===== config.mk =====
export PLATFORM = sky130hd
export DESIGN_NAME = tcw_ctrl
export DESIGN_NICKNAME = d
export VERILOG_FILES = /design/src/rtl/tcw_pkg.sv /design/src/rtl/tcw_ctrl.sv
export SDC_FILE = /design/constraint.sdc
export NUM_CORES = 1
export LEC_CHECK = 0
export ABC_CLOCK_PERIOD_IN_PS = 1800
export BUFFER_PORTS_ARGS = -buffer_cell sky130_fd_sc_hd__buf_2
export CORE_UTILIZATION = 25
export CTS_CLUSTER_DIAMETER = 100
export DETAILED_ROUTE_END_ITERATION = 12
export GPL_TIMING_DRIVEN = 0
export PLACE_DENSITY = 0.46
export SLEW_MARGIN = 30
export SYNTH_ARGS = -nofsm -noshare
export SYNTH_HDL_FRONTEND = slang
export SYNTH_SLANG_ARGS = --single-unit

===== constraint.sdc =====
create_clock -name clk -period 1.8 [get_ports clk]
set_clock_uncertainty 0.05 [all_clocks]
set_input_delay 0.18 -clock clk [delete_from_list [all_inputs] [get_ports clk]]
set_output_delay 0.18 -clock clk [all_outputs]
set_load 0.01 [all_outputs]

===== src/rtl/tcw_pkg.sv =====
// Shared types and constants for the text console writer.
// No dependencies; imported by the controller, the datapath and the top level.
package tcw_pkg;

    // Action codes carried in the input word
    localparam logic [1:0] ACT_PUT   = 2'd0;
    localparam logic [1:0] ACT_READ  = 2'd1;
    localparam logic [1:0] ACT_CLEAR = 2'd2;

    // Character codes
    localparam logic [7:0] NEWLINE_CODE = 8'd10;
    localparam logic [7:0] SPACE_CODE   = 8'd32;

    // Reset value of the default attribute register
    localparam logic [7:0] DEF_ATTR_RESET = 8'd7;

    // Commands from the controller to the datapath
    typedef struct packed {
        logic capture;      // latch the accepted input word
        logic exec_put;     // write the cell and move the cursor
        logic rd_cell;      // read the target cell
        logic walk_scroll;  // start a scroll pass over the buffer
        logic walk_blank;   // start a blank-fill pass over the buffer
        logic cur_clear;    // home the cursor
        logic load_out;     // load the result register
    } tcw_cmd_t;

    // Status from the datapath to the controller
    typedef struct packed {
        logic is_put;
        logic is_read;
        logic is_clear;
        logic oor;          // target column or row out of range
        logic need_scroll;  // the put moves the cursor past the last row
        logic walk_busy;    // a buffer pass is still running
    } tcw_sts_t;

endpackage


===== src/rtl/tcw_ctrl.sv =====
// Controller state machine for the text console writer.
// Depends on tcw_pkg; drives tcw_cmd_t commands and reads tcw_sts_t status.
module tcw_ctrl
    import tcw_pkg::*;
(
    input  logic     clk,
    input  logic     rst_n,
    input  logic     in_valid,
    output logic     in_ready,
    output logic     out_valid,
    input  logic     out_ready,
    input  tcw_sts_t sts,
    output tcw_cmd_t cmd
);

    localparam logic [2:0] ST_INIT   = 3'd0;
    localparam logic [2:0] ST_IDLE   = 3'd1;
    localparam logic [2:0] ST_EXEC   = 3'd2;
    localparam logic [2:0] ST_RDWAIT = 3'd3;
    localparam logic [2:0] ST_WALK   = 3'd4;
    localparam logic [2:0] ST_RESULT = 3'd5;

    logic [2:0] state_reg, state_next;
    logic       out_valid_reg, out_valid_next;
    logic       out_free;

    assign out_free  = !out_valid_reg || out_ready;
    assign out_valid = out_valid_reg;
    assign in_ready  = (state_reg == ST_IDLE);

    // Sequence one word at a time
    always_comb
    begin
        state_next = state_reg;
        cmd        = '0;
        unique case (state_reg)
            ST_INIT:
            begin
                if (!sts.walk_busy)
                begin
                    state_next = ST_IDLE;
                end
            end
            ST_IDLE:
            begin
                if (in_valid)
                begin
                    cmd.capture = 1'b1;
                    state_next  = ST_EXEC;
                end
            end
            ST_EXEC:
            begin
                priority if (sts.is_clear)
                begin
                    cmd.walk_blank = 1'b1;
                    cmd.cur_clear  = 1'b1;
                    state_next     = ST_WALK;
                end
                else if (sts.is_read && !sts.oor)
                begin
                    cmd.rd_cell = 1'b1;
                    state_next  = ST_RDWAIT;
                end
                else if (sts.is_put && !sts.oor && sts.need_scroll)
                begin
                    cmd.exec_put    = 1'b1;
                    cmd.walk_scroll = 1'b1;
                    state_next      = ST_WALK;
                end
                else
                begin
                    cmd.exec_put = sts.is_put && !sts.oor;
                    if (out_free)
                    begin
                        cmd.load_out = 1'b1;
                        state_next   = ST_IDLE;
                    end
                    else
                    begin
                        state_next = ST_RESULT;
                    end
                end
            end
            ST_RDWAIT:
            begin
                if (out_free)
                begin
                    cmd.load_out = 1'b1;
                    state_next   = ST_IDLE;
                end
                else
                begin
                    state_next = ST_RESULT;
                end
            end
            ST_WALK:
            begin
                if (!sts.walk_busy)
                begin
                    state_next = ST_RESULT;
                end
            end
            ST_RESULT:
            begin
                if (out_free)
                begin
                    cmd.load_out = 1'b1;
                    state_next   = ST_IDLE;
                end
            end
            default:
            begin
                state_next = ST_INIT;
            end
        endcase
    end

    // Hold the result valid until the sink takes it
    always_comb
    begin
        out_valid_next = out_valid_reg;
        if (cmd.load_out)
        begin
            out_valid_next = 1'b1;
        end
        else if (out_ready)
        begin
            out_valid_next = 1'b0;
        end
    end

    always_ff @(posedge clk or negedge rst_n)
    begin
        if (!rst_n)
        begin
            state_reg     <= ST_INIT;
            out_valid_reg <= 1'b0;
        end
        else
        begin
            state_reg     <= state_next;
            out_valid_reg <= out_valid_next;
        end
    end

endmodule


==> results.md <==
Synth:
- The cell count after synthesis is 48.
- The average footprint of a synthesized cell is 8.08 sq um.
- Yosys mapped the design onto 29 distinct sky130hd cell types.
- After synthesis, flip-flops and latches occupy 25.8% of the total area.
- Counting every net in the synthesized netlist gives 58.
- After synthesis the cells add up to 388 sq um.
- The count of state elements after synthesis is 4.
- The number of warnings issued by yosys is 0.

Power and ir drop:
- The total power per unit cell area is 1320 mW/mm^2.
- The worst-case IR drop observed on VDD is 0.505 mV.
- In this run the static leakage power is 0.283 nW.

Placed design:
- Once detailed placement completed, the half-perimeter wirelength came to 728 um.
- The count of input and output buffers is 18.
- After detailed placement, the design holds a cell count of 81.
- Timing analysis after detailed placement gives a worst setup slack of -0.0457 ns.
- The instance area after placement is 497 sq um.
- The global placement routability congestion is 0.770.

Worst setup path:
- Walking the worst path, the cells encountered are or4b_4 > buf_6 > nor4b_4 > buf_2.
- The cell with the largest stage delay on the worst path is sky130_fd_sc_hd__or4b_4.
- The data arrival time at the worst-slack endpoint is 1.70 ns.
- The critical path capture point type is an output pin.
- The end point of the critical path is cmd[5].
- The critical path is of the flop to output pin type.
- The critical path required time is 1.57 ns.
- The largest driver fanout on the critical path is 4.
- The startpoint kind of the worst setup timing path is a flop.
- The worst-case register-to-register setup slack is 0.16 ns.
- The number of cells on the worst reg-to-reg path is 4.
- In this run the worst setup path begins at state_reg[2].
- The launching point of the worst reg2reg path is state_reg[2].
- The endpoint of the worst register-to-register path is state_reg[0].
- For this run, the slowest stage of the critical path takes 0.58 ns.

Timing:
- The worst setup slack after layout is -0.129 ns.
- The highest clock frequency the design can meet is 0.519 GHz.
- The worst slew slack as a fraction of its limit is 72.0%.
- The transition time at the pin with the least slew margin is 0.410 ns.
- The final number of max-transition violations is 0.
- The time the worst path needs with I/O delays and setup is 1.93 ns.
- The final hold violation count was 0.
- Setup violations remaining at the end of the flow were counted as 4.
- Of the available clock period, the critical path in the final layout requires 107%.
- Setup repair after global routing could not meet its margin everywhere.
- Adding up every negative setup slack in the final design gives -0.322 ns.

Cells and area:
- The number of flip-flops in the largest register is 3.
- The share of the core filled with cells is 42.4%.
- Compared with the post-synthesis result, the final layout area differs by 49.4%.
- For this run, the post-layout net count is 83.
- The non-filler instance count after layout is 86.
- With fillers left out, the area of the finished cells amounts to 579 sq um.
- The repair_antennas step left the layout with diodes totalling 0.
- Cells with a size suffix above 1 make up 49.3% of the layout.
- The most frequent standard cell in the layout excluding fill and tap cells is sky130_fd_sc_hd__buf_2.
- Leaving out fill and tap cells, the most frequent cells in the layout are 18 x sky130_fd_sc_hd__buf_2, 5 x sky130_fd_sc_hd__nor2_1, 4 x sky130_fd_sc_hd__dfrtp_1.
- After filler insertion, the fill cell instance count of the layout stands at 148.

Floorplan:
- The initial utilization of the core area, before any placement, comes to 28.4%.
- The area of the placeable core is 0.00137 sq mm.
- Measured along the x axis, the die boundary spans 41.4 um.
- The initialized floorplan defines 13 standard-cell rows.
- 19 I/O pins were placed.
- In this run the vertical extent of the chip is 41.4 um.
- The floorplan die area is 0.00171 sq mm.

Clock network:
- TritonCTS built the clock tree.
- The clock net in this run drives a total of 4 sinks.
- The maximum buffer depth of the clock tree is 2.
- The CTS H-tree depth is 1.
- The clock transition at the registers of the reported paths is 0.04 ns.
- The latest clock arrival within the worst-skew pair is 0.24 ns.
- The CTS buffer count is 3.
- Clock tree synthesis selected as its root buffer the cell sky130_fd_sc_hd__clkbuf_4.

Detailed routing:
- After detailed routing, the number of vias per cell comes to 4.76.
- The final routed wirelength across all metal layers is 1.01 mm.
- The remaining antenna violation count is 0.
- The first routing iteration left 9 violations.
- The total number of vias is 409.
- For this run, the detailed router's first-pass iteration total came to 2.
- In the routed design, unresolved DRC markers number 0.
- Dividing the detail-routed wire length by the instance count gives 11.7 um.

Min path:
- The worst hold path belongs to the class input pin to async pin.

Global routing:
- Entering global routing, the biggest net connects 11 pins.
- The global-route wire length before repair is 1.46 mm.
- Global routing finished with a remaining overflow of 0.
- The global-route usage over all layers is 13.8%.
- The via count of the first global-routing pass is 349.
- The number of antenna violations at the first check in global routing is 0.

Status:
- The checks that failed: setup timing.
- The flow ran to the end, but the final reports show violations.

Job:
- The count of maximum capacitance violations is 0.
worst max-delay path, delay by kind of cell (launching register included):
kind	cells	cell delay (ns)
buffers and inverters	2	0.32
flip-flops	1	0.38
AND/OR/NAND/NOR	2	0.77
cell usage after synthesis:
master / count / area, sq um
sky130_fd_sc_hd__a21oi_1: 3 / 15.0
sky130_fd_sc_hd__o22a_1: 1 / 8.76
sky130_fd_sc_hd__mux2i_1: 1 / 10.0
sky130_fd_sc_hd__nor2_1: 7 / 26.3
sky130_fd_sc_hd__buf_4: 2 / 15.0
sky130_fd_sc_hd__a2111oi_0: 1 / 8.76
sky130_fd_sc_hd__nor4b_2: 1 / 15.0
sky130_fd_sc_hd__nand2b_1: 3 / 18.8
sky130_fd_sc_hd__nand2_1: 2 / 7.51
sky130_fd_sc_hd__a22oi_1: 1 / 7.51
sky130_fd_sc_hd__nor3_1: 1 / 5.00
sky130_fd_sc_hd__buf_6: 1 / 11.3
sky130_fd_sc_hd__nor2b_1: 2 / 12.5
sky130_fd_sc_hd__o22ai_1: 2 / 12.5
sky130_fd_sc_hd__nor3b_1: 1 / 7.51
sky130_fd_sc_hd__or4b_4: 1 / 13.8
sky130_fd_sc_hd__xor2_1: 1 / 8.76
sky130_fd_sc_hd__nor4_1: 2 / 12.5
sky130_fd_sc_hd__and2_1: 1 / 6.26
sky130_fd_sc_hd__and2_0: 1 / 6.26
sky130_fd_sc_hd__nor2b_2: 1 / 8.76
sky130_fd_sc_hd__buf_2: 1 / 5.00
sky130_fd_sc_hd__or2b_1: 1 / 7.51
sky130_fd_sc_hd__clkbuf_1: 1 / 3.75
sky130_fd_sc_hd__inv_1: 2 / 7.51
sky130_fd_sc_hd__dfrtp_1: 4 / 100
sky130_fd_sc_hd__o21ba_2: 1 / 10.0
sky130_fd_sc_hd__o32ai_1: 1 / 8.76
sky130_fd_sc_hd__nand3b_1: 1 / 7.51
repair_timing:
item                                    CTS  global route
endpoints found under the setup margin    5             6
endpoints found under the hold margin     4             0
cloned                                    0             0
buffers inserted                          2             1
resized for setup                         7             6
pin swaps                                 6             3
hold buffers                              1             0
per-stage QoR:
| step | total power (W) | hold WS, ns |
|---|---|---|
| final | 0.000766 | 0.213 |
| after global routing | 0.000825 | 0.220 |
| after CTS | 0.000774 | 0.208 |
| after detailed placement | 0.000600 | -0.0609 |
| after global placement | 0.000604 | -0.0618 |
| after floorplan | 0.000478 | -0.166 |
report_power, final:
part	internal (W)	switching [W]	leakage, nW	total [W]
logic	0.000235	0.000260	0.217	0.000495
registers	0.000127	0.0000212	0.0521	0.000149
clock network	0.0000753	0.0000472	0.0138	0.000123
kinds of logic (layout without fill, tap and decap cells):
| logic type | Yosys count | count (layout) | synth area share, % |
|---|---|---|---|
| AND/OR/NAND/NOR | 25 | 25 | 40.0 |
| buffers and inverters | 7 | 30 | 11.0 |
| XOR/XNOR | 1 | 1 | 2.26 |
| flip-flops | 4 | 4 | 25.8 |
| multiplexers | 1 | 1 | 2.58 |
| AO/OA/AOI/OAI | 10 | 10 | 18.4 |
worst min path at each step:
stage                   endpoint  slack [ns]  start  cells after the start
floorplan              out_valid       -0.17  rst_n                      0
global placement       out_valid       -0.06  rst_n                      1
detailed placement     out_valid       -0.06  rst_n                      1
CTS                    out_valid        0.21  rst_n                      2
global route           out_valid        0.22  rst_n                      2
finish              state_reg[1]        0.21  rst_n                      2
cell type report:
type	instances	area [sq um]	area share (%)
multi-input combinational	37	274	47.3
sequential	4	100	17.3
timing repair buffer	22	133	22.9
clock buffer	3	22.5	3.89
inverter	2	7.51	1.30
tap	15	18.8	3.24
buffer	3	23.8	4.10
metal layers:
metal / track usage [%] / vias up / share of wire (%)
met5: 0 / - / 0
met4: 4.84 / 0 / 0
met3: 6.38 / 0 / 4.1
met2: 20.7 / 11 / 46
met1: 17.2 / 183 / 50
li1: - / 215 / -
Power figures use the tool's default switching activity.
